### config.mk
export PLATFORM = sky130hd
export DESIGN_NAME = md5_message_digest
export DESIGN_NICKNAME = d
export VERILOG_FILES = /design/src/rtl/md5_pkg.sv /design/src/rtl/md5_front.sv /design/src/rtl/md5_job_queue.sv /design/src/rtl/md5_core.sv /design/src/rtl/md5_message_digest.sv
export SDC_FILE = /design/constraint.sdc
export NUM_CORES = 2
export LEC_CHECK = 0
export BUFFER_PORTS_ARGS = -buffer_cell sky130_fd_sc_hd__clkbuf_2
export CORE_ASPECT_RATIO = 1.1
export CORE_MARGIN = 2
export CORE_UTILIZATION = 40
export CTS_CLUSTER_SIZE = 40
export DETAILED_ROUTE_END_ITERATION = 8
export PLACE_DENSITY = 0.52
export SYNTH_ARGS = -nofsm -noshare
export SYNTH_HDL_FRONTEND = slang
export SYNTH_SLANG_ARGS = --single-unit
### constraint.sdc
create_clock -name clk -period 31.5 [get_ports clk]
set_input_delay 1.575 -clock clk [delete_from_list [all_inputs] [get_ports clk]]
set_output_delay 1.575 -clock clk [all_outputs]
set_load 0.005 [all_outputs]
### src/rtl/md5_pkg.sv
// Package: shared types, round tables and helper functions for the MD5 digest block.
`timescale 1ns / 1ps
`default_nettype none

package md5_pkg;

    // Input item codes
    localparam logic ACTION_BYTE   = 1'b0;
    localparam logic ACTION_FINISH = 1'b1;

    // Block geometry
    localparam int BLOCK_BYTES = 64;
    localparam int LEN_OFFSET  = 56;
    localparam logic [7:0] PAD_BYTE = 8'h80;

    // Initial chaining words
    localparam logic [31:0] INIT_A = 32'h67452301;
    localparam logic [31:0] INIT_B = 32'hefcdab89;
    localparam logic [31:0] INIT_C = 32'h98badcfe;
    localparam logic [31:0] INIT_D = 32'h10325476;

    // Block queue between front and core
    localparam int QUEUE_DEPTH = 2;
    localparam int QPTR_W      = 1;
    localparam int QCNT_W      = 2;

    typedef struct packed {
        logic       action;
        logic [7:0] data_byte;
    } item_t;

    typedef struct packed {
        logic [31:0] digest_word_a;
        logic [31:0] digest_word_b;
        logic [31:0] digest_word_c;
        logic [31:0] digest_word_d;
    } digest_t;

    // Byte 0 of the block sits in the low bits
    typedef logic [63:0][7:0] block_t;

    typedef struct packed {
        logic   last;
        block_t block;
    } job_t;

    // Push side and status of the block queue
    typedef struct packed {
        logic push;
        job_t job;
    } queue_wr_t;

    typedef struct packed {
        logic full;
        logic valid;
    } queue_status_t;

    typedef enum logic {
        FRONT_FILL,
        FRONT_LEN_BLOCK
    } front_state_t;

    typedef enum logic [1:0] {
        CORE_IDLE,
        CORE_RUN,
        CORE_ADD,
        CORE_EMIT
    } core_state_t;

    localparam logic [31:0] ROUND_ADD [64] = '{
        32'hd76aa478, 32'he8c7b756, 32'h242070db, 32'hc1bdceee,
        32'hf57c0faf, 32'h4787c62a, 32'ha8304613, 32'hfd469501,
        32'h698098d8, 32'h8b44f7af, 32'hffff5bb1, 32'h895cd7be,
        32'h6b901122, 32'hfd987193, 32'ha679438e, 32'h49b40821,
        32'hf61e2562, 32'hc040b340, 32'h265e5a51, 32'he9b6c7aa,
        32'hd62f105d, 32'h02441453, 32'hd8a1e681, 32'he7d3fbc8,
        32'h21e1cde6, 32'hc33707d6, 32'hf4d50d87, 32'h455a14ed,
        32'ha9e3e905, 32'hfcefa3f8, 32'h676f02d9, 32'h8d2a4c8a,
        32'hfffa3942, 32'h8771f681, 32'h6d9d6122, 32'hfde5380c,
        32'ha4beea44, 32'h4bdecfa9, 32'hf6bb4b60, 32'hbebfbc70,
        32'h289b7ec6, 32'heaa127fa, 32'hd4ef3085, 32'h04881d05,
        32'hd9d4d039, 32'he6db99e5, 32'h1fa27cf8, 32'hc4ac5665,
        32'hf4292244, 32'h432aff97, 32'hab9423a7, 32'hfc93a039,
        32'h655b59c3, 32'h8f0ccc92, 32'hffeff47d, 32'h85845dd1,
        32'h6fa87e4f, 32'hfe2ce6e0, 32'ha3014314, 32'h4e0811a1,
        32'hf7537e82, 32'hbd3af235, 32'h2ad7d2bb, 32'heb86d391
    };

    localparam logic [4:0] ROT_AMOUNT [16] = '{
        5'd7, 5'd12, 5'd17, 5'd22, 5'd5, 5'd9, 5'd14, 5'd20,
        5'd4, 5'd11, 5'd16, 5'd23, 5'd6, 5'd10, 5'd15, 5'd21
    };

    // Message word used by a round
    function automatic logic [3:0] msg_index(input logic [5:0] round);
        logic [3:0] low;
        logic [3:0] idx;
        low = round[3:0];
        case (round[5:4])
            2'd0:    idx = low;
            2'd1:    idx = (low << 2) + low + 4'd1;
            2'd2:    idx = (low << 1) + low + 4'd5;
            default: idx = (low << 3) - low;
        endcase
        return idx;
    endfunction

    // Rotate amount of a round
    function automatic logic [4:0] rot_amount(input logic [5:0] round);
        return ROT_AMOUNT[{round[5:4], round[1:0]}];
    endfunction

    // Little-endian word of a block
    function automatic logic [31:0] block_word(input block_t blk, input logic [3:0] idx);
        return blk[{idx, 2'b00} +: 4];
    endfunction

endpackage

`default_nettype wire

### src/rtl/md5_front.sv
// Front end: packs message bytes into blocks, builds padding, pushes blocks to the queue.
`timescale 1ns / 1ps
`default_nettype none

module md5_front (
    input  wire logic                  clk,
    input  wire logic                  rst_n,
    input  wire logic                  item_valid,
    output logic                       item_stall,
    input  wire md5_pkg::item_t        item,
    input  wire md5_pkg::queue_status_t q_status,
    output md5_pkg::queue_wr_t         q_wr
);

    md5_pkg::front_state_t state_reg, state_next;
    md5_pkg::block_t       block_reg;
    logic [5:0]            fill_reg, fill_next;
    logic [60:0]           count_reg, count_next;
    logic [63:0]           bits_reg;

    logic                  accept;
    logic [63:0]           bits_now;
    logic                  fits_len;
    md5_pkg::block_t       blk_with_byte;
    md5_pkg::block_t       blk_padded;
    md5_pkg::block_t       blk_len;

    // Build the padded tail block: keep bytes below the fill point, mark, zero, and the length when with_len is set
    function automatic md5_pkg::block_t pad_block(input md5_pkg::block_t blk,
                                                  input logic [5:0] pos,
                                                  input logic with_len,
                                                  input logic [63:0] bits);
        md5_pkg::block_t res;
        for (int j = 0; j < md5_pkg::BLOCK_BYTES; j++) begin
            if (6'(j) < pos) begin
                res[j] = blk[j];
            end else if (6'(j) == pos) begin
                res[j] = md5_pkg::PAD_BYTE;
            end else begin
                res[j] = 8'h00;
            end
        end
        if (with_len) begin
            res[63:56] = bits;
        end
        return res;
    endfunction

    // Hold input while the queue is full or the length block is pending
    assign item_stall = (state_reg == md5_pkg::FRONT_LEN_BLOCK) || q_status.full;
    assign accept     = item_valid && !item_stall;

    assign bits_now = {count_reg, 3'b000};
    assign fits_len = (fill_reg < 6'(md5_pkg::LEN_OFFSET));

    // Candidate blocks for the queue
    always_comb
    begin
        blk_with_byte           = block_reg;
        blk_with_byte[fill_reg] = item.data_byte;
        blk_padded              = pad_block(block_reg, fill_reg, fits_len, bits_now);
        blk_len                 = '0;
        blk_len[63:56]          = bits_reg;
    end

    // Next state and queue push
    always_comb
    begin
        state_next     = state_reg;
        fill_next      = fill_reg;
        count_next     = count_reg;
        q_wr.push      = 1'b0;
        q_wr.job.last  = 1'b0;
        q_wr.job.block = blk_with_byte;
        unique case (state_reg)
            md5_pkg::FRONT_FILL:
            begin
                if (accept) begin
                    if (item.action == md5_pkg::ACTION_BYTE) begin
                        fill_next  = fill_reg + 6'd1;
                        count_next = count_reg + 61'd1;
                        q_wr.push  = (fill_reg == 6'(md5_pkg::BLOCK_BYTES - 1));
                    end else begin
                        fill_next      = '0;
                        count_next     = '0;
                        q_wr.push      = 1'b1;
                        q_wr.job.last  = fits_len;
                        q_wr.job.block = blk_padded;
                        if (!fits_len) begin
                            state_next = md5_pkg::FRONT_LEN_BLOCK;
                        end
                    end
                end
            end
            md5_pkg::FRONT_LEN_BLOCK:
            begin
                q_wr.job.last  = 1'b1;
                q_wr.job.block = blk_len;
                if (!q_status.full) begin
                    q_wr.push  = 1'b1;
                    state_next = md5_pkg::FRONT_FILL;
                end
            end
            default:
            begin
                state_next = md5_pkg::FRONT_FILL;
            end
        endcase
    end

    // Control registers
    always_ff @(posedge clk or negedge rst_n)
    begin
        if (!rst_n) begin
            state_reg <= md5_pkg::FRONT_FILL;
            fill_reg  <= '0;
            count_reg <= '0;
        end else begin
            state_reg <= state_next;
            fill_reg  <= fill_next;
            count_reg <= count_next;
        end
    end

    // Store bytes and latch the length for a second padding block
    always_ff @(posedge clk)
    begin
        if (accept && item.action == md5_pkg::ACTION_BYTE) begin
            block_reg[fill_reg] <= item.data_byte;
        end
        if (accept && item.action == md5_pkg::ACTION_FINISH) begin
            bits_reg <= bits_now;
        end
    end

endmodule

`default_nettype wire

### src/rtl/md5_job_queue.sv
// Two-entry queue of blocks waiting for compression.
`timescale 1ns / 1ps
`default_nettype none

module md5_job_queue (
    input  wire logic                   clk,
    input  wire logic                   rst_n,
    input  wire md5_pkg::queue_wr_t     q_wr,
    input  wire logic                   pop,
    output md5_pkg::queue_status_t      q_status,
    output md5_pkg::job_t               head
);

    md5_pkg::job_t                entry_reg [md5_pkg::QUEUE_DEPTH];
    logic [md5_pkg::QPTR_W-1:0]   wr_ptr_reg;
    logic [md5_pkg::QPTR_W-1:0]   rd_ptr_reg;
    logic [md5_pkg::QCNT_W-1:0]   count_reg;
    logic                         do_push;
    logic                         do_pop;

    assign q_status.full  = (count_reg == md5_pkg::QCNT_W'(md5_pkg::QUEUE_DEPTH));
    assign q_status.valid = (count_reg != '0);
    assign head           = entry_reg[rd_ptr_reg];

    assign do_push = q_wr.push && !q_status.full;
    assign do_pop  = pop && q_status.valid;

    // Advance pointers and occupancy
    always_ff @(posedge clk or negedge rst_n)
    begin
        if (!rst_n) begin
            wr_ptr_reg <= '0;
            rd_ptr_reg <= '0;
            count_reg  <= '0;
        end else begin
            if (do_push) begin
                wr_ptr_reg <= wr_ptr_reg + 1'b1;
            end
            if (do_pop) begin
                rd_ptr_reg <= rd_ptr_reg + 1'b1;
            end
            if (do_push && !do_pop) begin
                count_reg <= count_reg + 1'b1;
            end else if (do_pop && !do_push) begin
                count_reg <= count_reg - 1'b1;
            end
        end
    end

    // Write the pushed block
    always_ff @(posedge clk)
    begin
        if (do_push) begin
            entry_reg[wr_ptr_reg] <= q_wr.job;
        end
    end

endmodule

`default_nettype wire

### src/rtl/md5_core.sv
// Compression core: one MD5 round per cycle, chaining update and digest output register.
`timescale 1ns / 1ps
`default_nettype none

module md5_core (
    input  wire logic                    clk,
    input  wire logic                    rst_n,
    input  wire md5_pkg::queue_status_t  q_status,
    input  wire md5_pkg::job_t           head,
    output logic                         pop,
    output logic                         digest_valid,
    input  wire logic                    digest_stall,
    output md5_pkg::digest_t             digest
);

    md5_pkg::core_state_t state_reg, state_next;
    logic [5:0]           round_reg;
    logic [31:0]          a_reg, b_reg, c_reg, d_reg;
    logic [31:0]          km_reg;
    logic [31:0]          chain_a_reg, chain_b_reg, chain_c_reg, chain_d_reg;
    logic                 out_valid_reg;
    md5_pkg::digest_t     out_reg;

    logic [31:0]          f_val;
    logic [31:0]          sum;
    logic [63:0]          dbl;
    logic [31:0]          new_b;
    logic [5:0]           km_round;
    logic [31:0]          km_calc;
    logic                 out_free;

    assign digest_valid = out_valid_reg;
    assign digest       = out_reg;
    assign out_free     = !out_valid_reg || !digest_stall;

    // Round function and step
    always_comb
    begin
        case (round_reg[5:4])
            2'd0:    f_val = (b_reg & c_reg) | (~b_reg & d_reg);
            2'd1:    f_val = (d_reg & b_reg) | (~d_reg & c_reg);
            2'd2:    f_val = b_reg ^ c_reg ^ d_reg;
            default: f_val = c_reg ^ (b_reg | ~d_reg);
        endcase
        sum   = a_reg + f_val + km_reg;
        dbl   = {sum, sum} << md5_pkg::rot_amount(round_reg);
        new_b = b_reg + dbl[63:32];
    end

    // Constant plus message word, one round ahead
    assign km_round = (state_reg == md5_pkg::CORE_IDLE) ? 6'd0 : round_reg + 6'd1;
    assign km_calc  = md5_pkg::ROUND_ADD[km_round]
                    + md5_pkg::block_word(head.block, md5_pkg::msg_index(km_round));

    // Sequence load, rounds, chaining add and emit
    always_comb
    begin
        state_next = state_reg;
        pop        = 1'b0;
        unique case (state_reg)
            md5_pkg::CORE_IDLE:
            begin
                if (q_status.valid) begin
                    state_next = md5_pkg::CORE_RUN;
                end
            end
            md5_pkg::CORE_RUN:
            begin
                if (round_reg == 6'd63) begin
                    state_next = md5_pkg::CORE_ADD;
                end
            end
            md5_pkg::CORE_ADD:
            begin
                pop        = 1'b1;
                state_next = head.last ? md5_pkg::CORE_EMIT : md5_pkg::CORE_IDLE;
            end
            md5_pkg::CORE_EMIT:
            begin
                if (out_free) begin
                    state_next = md5_pkg::CORE_IDLE;
                end
            end
            default:
            begin
                state_next = md5_pkg::CORE_IDLE;
            end
        endcase
    end

    // State, chaining words and output handshake
    always_ff @(posedge clk or negedge rst_n)
    begin
        if (!rst_n) begin
            state_reg     <= md5_pkg::CORE_IDLE;
            round_reg     <= '0;
            chain_a_reg   <= md5_pkg::INIT_A;
            chain_b_reg   <= md5_pkg::INIT_B;
            chain_c_reg   <= md5_pkg::INIT_C;
            chain_d_reg   <= md5_pkg::INIT_D;
            out_valid_reg <= 1'b0;
        end else begin
            state_reg <= state_next;
            if (state_reg == md5_pkg::CORE_IDLE) begin
                round_reg <= '0;
            end else if (state_reg == md5_pkg::CORE_RUN) begin
                round_reg <= round_reg + 6'd1;
            end
            if (state_reg == md5_pkg::CORE_ADD) begin
                chain_a_reg <= chain_a_reg + a_reg;
                chain_b_reg <= chain_b_reg + b_reg;
                chain_c_reg <= chain_c_reg + c_reg;
                chain_d_reg <= chain_d_reg + d_reg;
            end else if (state_reg == md5_pkg::CORE_EMIT && out_free) begin
                chain_a_reg <= md5_pkg::INIT_A;
                chain_b_reg <= md5_pkg::INIT_B;
                chain_c_reg <= md5_pkg::INIT_C;
                chain_d_reg <= md5_pkg::INIT_D;
            end
            if (state_reg == md5_pkg::CORE_EMIT && out_free) begin
                out_valid_reg <= 1'b1;
            end else if (out_valid_reg && !digest_stall) begin
                out_valid_reg <= 1'b0;
            end
        end
    end

    // Working words, look-ahead sum and digest payload
    always_ff @(posedge clk)
    begin
        if (state_reg == md5_pkg::CORE_IDLE) begin
            a_reg  <= chain_a_reg;
            b_reg  <= chain_b_reg;
            c_reg  <= chain_c_reg;
            d_reg  <= chain_d_reg;
            km_reg <= km_calc;
        end else if (state_reg == md5_pkg::CORE_RUN) begin
            a_reg  <= d_reg;
            b_reg  <= new_b;
            c_reg  <= b_reg;
            d_reg  <= c_reg;
            km_reg <= km_calc;
        end
        if (state_reg == md5_pkg::CORE_EMIT && out_free) begin
            out_reg.digest_word_a <= chain_a_reg;
            out_reg.digest_word_b <= chain_b_reg;
            out_reg.digest_word_c <= chain_c_reg;
            out_reg.digest_word_d <= chain_d_reg;
        end
    end

endmodule

`default_nettype wire

### src/rtl/md5_message_digest.sv
// Top level of the MD5 digest block: front end, block queue and compression core.
//
// Input channel (item_valid / item_stall / item): one transfer per message byte
// (action = byte) or one finish transfer that pads the message and asks for its digest.
// Bytes are taken one per cycle while the two-block queue has room; the front stalls
// when the queue is full and while it pushes the second padding block of a message
// whose tail leaves no room for the length.
// Each block passes through the core as one load, 64 rounds (one per cycle,
// set by the single round datapath) and one chaining add. The core works on one
// block at a time and takes the next queued block only after the chaining add.
// Output channel (digest_valid / digest_stall / digest): one transfer per finish,
// carrying the four chaining words. After the chaining add of a message's last
// block the core enters its emit state and registers the digest once the output
// register is free. The digest sits in an output register; while the receiver stalls
// it holds, and the core keeps compressing the next message's blocks, waiting only
// if a second digest is ready before the first is taken.
// Reset empties the queue, clears the byte count and loads the initial chaining words.
`timescale 1ns / 1ps
`default_nettype none

module md5_message_digest (
    input  wire logic              clk,
    input  wire logic              rst_n,
    input  wire logic              item_valid,
    output logic                   item_stall,
    input  wire md5_pkg::item_t    item,
    output logic                   digest_valid,
    input  wire logic              digest_stall,
    output md5_pkg::digest_t       digest
);

    md5_pkg::queue_wr_t     q_wr;
    md5_pkg::queue_status_t q_status;
    md5_pkg::job_t          head;
    logic                   pop;

    md5_front u_front (
        .clk        (clk),
        .rst_n      (rst_n),
        .item_valid (item_valid),
        .item_stall (item_stall),
        .item       (item),
        .q_status   (q_status),
        .q_wr       (q_wr)
    );

    md5_job_queue u_queue (
        .clk      (clk),
        .rst_n    (rst_n),
        .q_wr     (q_wr),
        .pop      (pop),
        .q_status (q_status),
        .head     (head)
    );

    md5_core u_core (
        .clk          (clk),
        .rst_n        (rst_n),
        .q_status     (q_status),
        .head         (head),
        .pop          (pop),
        .digest_valid (digest_valid),
        .digest_stall (digest_stall),
        .digest       (digest)
    );

endmodule

`default_nettype wire
## Word level (Yosys, flattened, before mapping)

Memories as Yosys holds them, arrays and structs flattened.
Index checks and enable logic that the tools add are counted.

- Register bits: 1070
- RAM bits: 1026
- ROM bits: 2128
- Output and inout port bits: 130
- Word-level logic and storage cells: 492
- Memories kept: 3

- Add/subtract/negate cells: 20
- Magnitude comparators: 69
- Equal/unequal tests: 76
- Shifts and indexed selects: 9
- Mux-type cells: 183
- Bitwise operators: 16
- Reduce and logical (&&, ||, !) cells: 29

Memories:

| memory | words | width | read ports | clocked after memory_dff | write ports | line | source |
|---|---|---|---|---|---|---|---|
| (name not given) | 64 | 32 | 1 | 0 | 0 | md5_core.sv:52 | `assign km_calc = md5_pkg::ROUND_ADD[km_round]` |
| u_queue.entry_reg | 2 | 513 | 1 | 0 | 1 | md5_job_queue.sv:14 | `md5_pkg::job_t entry_reg [md5_pkg::QUEUE_DEPTH];` |
| (name not given) | 16 | 5 | 1 | 0 | 0 | md5_pkg.sv:110 | `return ROT_AMOUNT[{round[5:4], round[1:0]}];` |

Operators by type and width:

| cell | count |
|---|---|
| $mux 8 | 129 |
| $pmux 514 s2 | 1 |
| $mux 32 | 20 |
| $mux 514 | 1 |
| $mux 513 | 1 |
| $bwmux 512 | 1 |
| $shiftx 64x7->4 | 8 |
| $add 32x32->32 | 8 |
| $eq 6x6->1 const A | 32 |
| $lt 6x6->1 const A | 32 |
| $and 32x32->32 | 4 |
| $eq 5x6->1 const A | 16 |
| $lt 5x6->1 const A | 16 |
| $or 32x32->32 | 3 |
| $pmux 32 s3 | 1 |
| $xor 32x32->32 | 3 |
| $mux 64 | 1 |
| $not 32->32 | 2 |
| $shl 64x5->64 | 1 |
| $add 61x1->61 const B | 1 |
| $mux 61 | 1 |
| $demux 8 s6 | 1 |
| $eq 4x6->1 const A | 8 |
| $lt 4x6->1 const A | 8 |
| 42 further kinds | 103 |

## Depth between registers and ports, before layout

- Word-level depth: 13
- Depth in mapped cells: 39
- Gate-level depth less buffers: 35

## By module

A second synthesis with hierarchy kept.

- Cells, all modules: 9873
- Area, all modules: 114762.6 µm²

By module, submodules not included:

| module | instances | cells each | area an instance (µm²) | sequential area each (µm²) |
|---|---|---|---|---|
| md5_job_queue | 1 | 1615 | 39233.9 | 30909.6 |
| md5_core | 1 | 4864 | 38809.7 | 12156.7 |
| md5_front | 1 | 3394 | 36719.0 | 18908.1 |

## Worst setup path before layout

OpenSTA, ideal clock, no wires.

- Kind: input port to flip-flop
- Start: input item[8] in the netlist's numbering
- End: memory u_queue.entry_reg[0][0] in the netlist's numbering, enable pin
- Arrival: 24616 ps
- Required time: 30037 ps
- Slack: 5421 ps
- Stages on the path: 4
- Buffers on the path: 1
- Cells stage by stage: clkbuf_1 > o21ai_0 > a21oi_1 > nor2b_1

- Longest elaborated chain between the ends: 6

Ends and longest elaborated chain:

| item | line | source |
|---|---|---|
| start: declaration | md5_message_digest.sv:26 | `input wire md5_pkg::item_t item,` |
| $mux 1 | md5_front.sv:79 | `if (item.action == md5_pkg::ACTION_BYTE) begin` |
| $mux 514 | md5_front.sv:78 | `if (accept) begin` |
| $pmux 514 s2 | md5_front.sv:75 | `unique case (state_reg)` |
| $logic_and 1x1->1 | md5_job_queue.sv:25 | `assign do_push = q_wr.push && !q_status.full;` |
| net u_queue.do_push | md5_job_queue.sv:18 | `logic do_push;` |
| $mux 1 | md5_job_queue.sv:53 | `if (do_push) begin` |
| $mux 1 (not written as such) | md5_job_queue.sv:54 | `entry_reg[wr_ptr_reg] <= q_wr.job;` |
| end: declaration | md5_job_queue.sv:14 |  |

The timed path passes the listed nets, and every way through them passes these cells.

## Final worst setup path

- Start: register u_core.round_reg[0]
- End: register u_core.km_reg[30] (data pin)

- Longest elaborated chain between the ends: 9
- Elaborated cells on any way between the ends: 26
- Those cells by class: add/sub: 7; eq/ne: 2; shift: 8; mux: 6; bitwise: 1; reduce/logical: 1; memory: 1

Ends and longest elaborated chain:

| item | line | source |
|---|---|---|
| start: declaration | md5_core.sv:17 | `logic [5:0] round_reg;` |
| start signal: assignment | md5_core.sv:107 | `round_reg <= round_reg + 6'd1;` |
| $add 6x1->6 * | md5_core.sv:51 | `assign km_round = (state_reg == md5_pkg::CORE_IDLE) ? 6'd0 : round_reg + 6'd1;` |
| $mux 6 * | md5_core.sv:51 |  |
| net u_core.km_round[1] | md5_core.sv:28 | `logic [5:0] km_round;` |
| $add 4x4->4, or another cell as far along | md5_pkg.sv:102 | `2'd2: idx = (low << 1) + low + 4'd5;` |
| $add 4x3->4, or another cell as far along | md5_pkg.sv:102 |  |
| $pmux 4 s3 / $mux 32 (equally long branches) | md5_pkg.sv:99, md5_core.sv:52 |  |
| $shiftx 64x7->4 / $mux 32 (equally long branches) | md5_pkg.sv:115, md5_core.sv:52 |  |
| $add 32x32->32 * | md5_core.sv:53 | `+ md5_pkg::block_word(head.block, md5_pkg::msg_index(km_round));` |
| net u_core.km_calc[30] | md5_core.sv:29 | `logic [31:0] km_calc;` |
| $mux 32 | md5_core.sv:137 | `end else if (state_reg == md5_pkg::CORE_RUN) begin` |
| $mux 32 * | md5_core.sv:131 | `if (state_reg == md5_pkg::CORE_IDLE) begin` |
| end signal: assignment | md5_core.sv:136 | `km_reg <= km_calc;` |
| end signal: assignment | md5_core.sv:142 | `km_reg <= km_calc;` |
| end: declaration | md5_core.sv:19 | `logic [31:0] km_reg;` |

Mark *: on every way through the listed nets, which the timed path passes. The rest lies on a longest branch. The select of a mux whose other input is x is not followed.
A chain may end at the register's enable or synchronous reset.

==> results_dict.tcl <==
set metrics [dict create \
    hold_viol_final 0 \
    portBuffers 142 \
    synth_flop_cell "edfxtp_1" \
    rsz0062_at_grt "no" \
    cp_top_family "compound AO/OA/AOI/OAI gates" \
    required_ns 32.13 \
    track_usage 0.2463 \
    ctsHtreeMaxLevel 4 \
    synthDistinctLibCells 109 \
    drtPass1Iterations 6 \
    clkTransAtPathRegs_ns 0.06 \
    post_synth.cell_area_avg_um2 12.15 \
    clock_path_buffers 4 \
    tns_ns 0 \
    grt_pass1_wl_mm 510.5 \
    endpoint_kind "flip-flop" \
    synthDominantCellAreaShare 0.5199 \
    synth_edf_count 1887 \
    fin_area_mm2 0.1208 \
    start_util 0.4009 \
    cts-root-buf "clkbuf_16" \
    post_cts_buffers 0 \
    antenna_found_initial 12 \
    fp.dieW_um 501.7 \
    setup_ws_ns 20.76 \
    grt_overflow 0 \
    grt_start_max_net_pins 193 \
    fmax_ghz 0.09313 \
    synthArstFlopShare 0.09971 \
    dpl_cell_area_mm2 0.1135 \
    drv_slew 0 \
    ys_seq_elements 2096 \
    die_h_um 551.4 \
    drv_cap 0 \
    gp_congestion 0.9321 \
    holdWs_ns 0.4534 \
    synth_fp_nets 9268 \
    slowest_delay_ns 1.05 \
    fin_nets 9220 \
    hp-class "flip-flop to flip-flop" \
    final.setup_skew_ns 0.09299 \
    area_growth_pct 10.87 \
    worstMarginPinSlew_ns 1.336 \
    drive_above_1_share 0.1788 \
    relSlewSlack 0.1058 \
    rows 201 \
    pre_cts_slack_ns 20.95 \
    ios 143 \
    grt_pass1_vias 74700 \
    min_period_over_period 0.3409 \
    path_max_fanout 51 \
    final_antenna_net_count 0 \
    wl_per_cell_um 27.23 \
    drt_iter0_drc 7272 \
    synth_warnings 0 \
    vias 74910 \
    fin_crit_ns 10.74 \
    synth-seq-area-share 0.5687 \
    cts_hold_buf 0 \
    largest_register_ffs 1026 \
    syn_inst 8969 \
    status "finished, final reports clean" \
    layout_commonest_cell "edfxtp_1" \
    via_per_inst 5.868 \
    critPathArrivalTime_ns 11.37 \
    cts_tree "done" \
    setup_viol 0 \
    crit_path_start_kind "flip-flop" \
    synthesis.area_mm2 0.1090 \
    core_region_area_mm2 0.2719 \
    wirelength_mm 347.6 \
    dieArea_mm2 0.2766 \
    critical_path_class "flip-flop to flip-flop" \
    hpwlAfterDp_mm 228.2 \
    cts_buffers 231 \
    cts_sinks 2096 \
    path_buf_inv 4 \
    slowest_stage "dfrtp_1" \
    yosys-top-cells-area "edfxtp_1, mux2_2, mux4_2, dfrtp_1, nand2_1" \
    drc_errors 0 \
    most-common-layout-cells "edfxtp_1, nand2_1, nor2_1" \
    cts_resized 0 \
    clock_latency_ns 0.92 \
    synth_largest_area_cell "edfxtp_1" \
]
[cells in the mapped netlist (42+ instances only)]
cell	count
o21ai_0	492
ha_1	247
a21o_1	95
edfxtp_1	1887
o211ai_1	80
a22oi_1	304
inv_1	229
a31oi_1	46
o21a_1	53
xnor2_1	120
nand2_1	922
a211oi_1	54
nor2b_1	61
clkbuf_1	470
mux4_2	262
dfstp_2	64
mux2_2	590
nor3_1	135
a21oi_1	552
nand3_1	297
nor2_1	837
dfrtp_1	145
o22ai_1	42
xor2_1	129
mux2i_1	140
buf_1	43
[metal layers]
layer,GRT usage,share of wire,vias to the layer above
li1,-,-,33850
met1,0.3217,0.42,38020
met2,0.4132,0.48,2450
met3,0.02759,0.052,581
met4,0.1109,0.050,2
met5,0,0.000037,-
[final timing paths]
path                                                      to                               from  depth (start not counted)  slack [ns]
min reg2reg                   u_front.bits_reg[59]$_DFFE_PP_  u_front.count_reg[56]$_DFFE_PN0P_                          0        0.45
max                              u_core.km_reg[30]$_DFFE_PP_    u_core.round_reg[0]$_DFFE_PN0P_                         27       20.76
min in group asynchronous  u_core.chain_d_reg[8]$_DFFE_PN0P_                              rst_n                          1        0.63
min                           u_front.bits_reg[59]$_DFFE_PP_  u_front.count_reg[56]$_DFFE_PN0P_                          0        0.45
max reg2reg                      u_core.km_reg[30]$_DFFE_PP_    u_core.round_reg[0]$_DFFE_PN0P_                         27       20.76
max in group asynchronous        u_front.state_reg$_DFF_PN0_                              rst_n                          3       28.73
[through the flow]
| step | util | cells |
|---|---|---|
| CTS | 0.4444 | 12760 |
| global placement | 0.4174 | 12340 |
| global route | 0.4444 | 12770 |
| detailed placement | 0.4174 | 12340 |
| floorplan | - | 8969 |
| finish | 0.4444 | 12770 |
[area by class of cell]
cell class,instances,area (um^2)
Multi-Input combinational cell,6069,44050
Sequential cell,2096,61990
Clock buffer,292,6061
Tap cell,3654,4572
Clock inverter,130,1286
Timing Repair Buffer,287,1952
Inverter,236,910.9
Antenna cell,2,5.005
Fill cell,24840,151000
[cell families after synthesis]
logic type,after synthesis,synth area share
and+or+nand+nor,2503,0.09996
DFF,2096,0.5687
AOI/OAI and AO/OA,2038,0.1190
muxes,992,0.1280
buffers and inverters,804,0.02868
adders and majority gates,286,0.03552
xor gates and xnor gates,250,0.02016
Power is not shown: default switching activity piles up to over one toggle a cycle in this logic, so the estimate is an artifact.
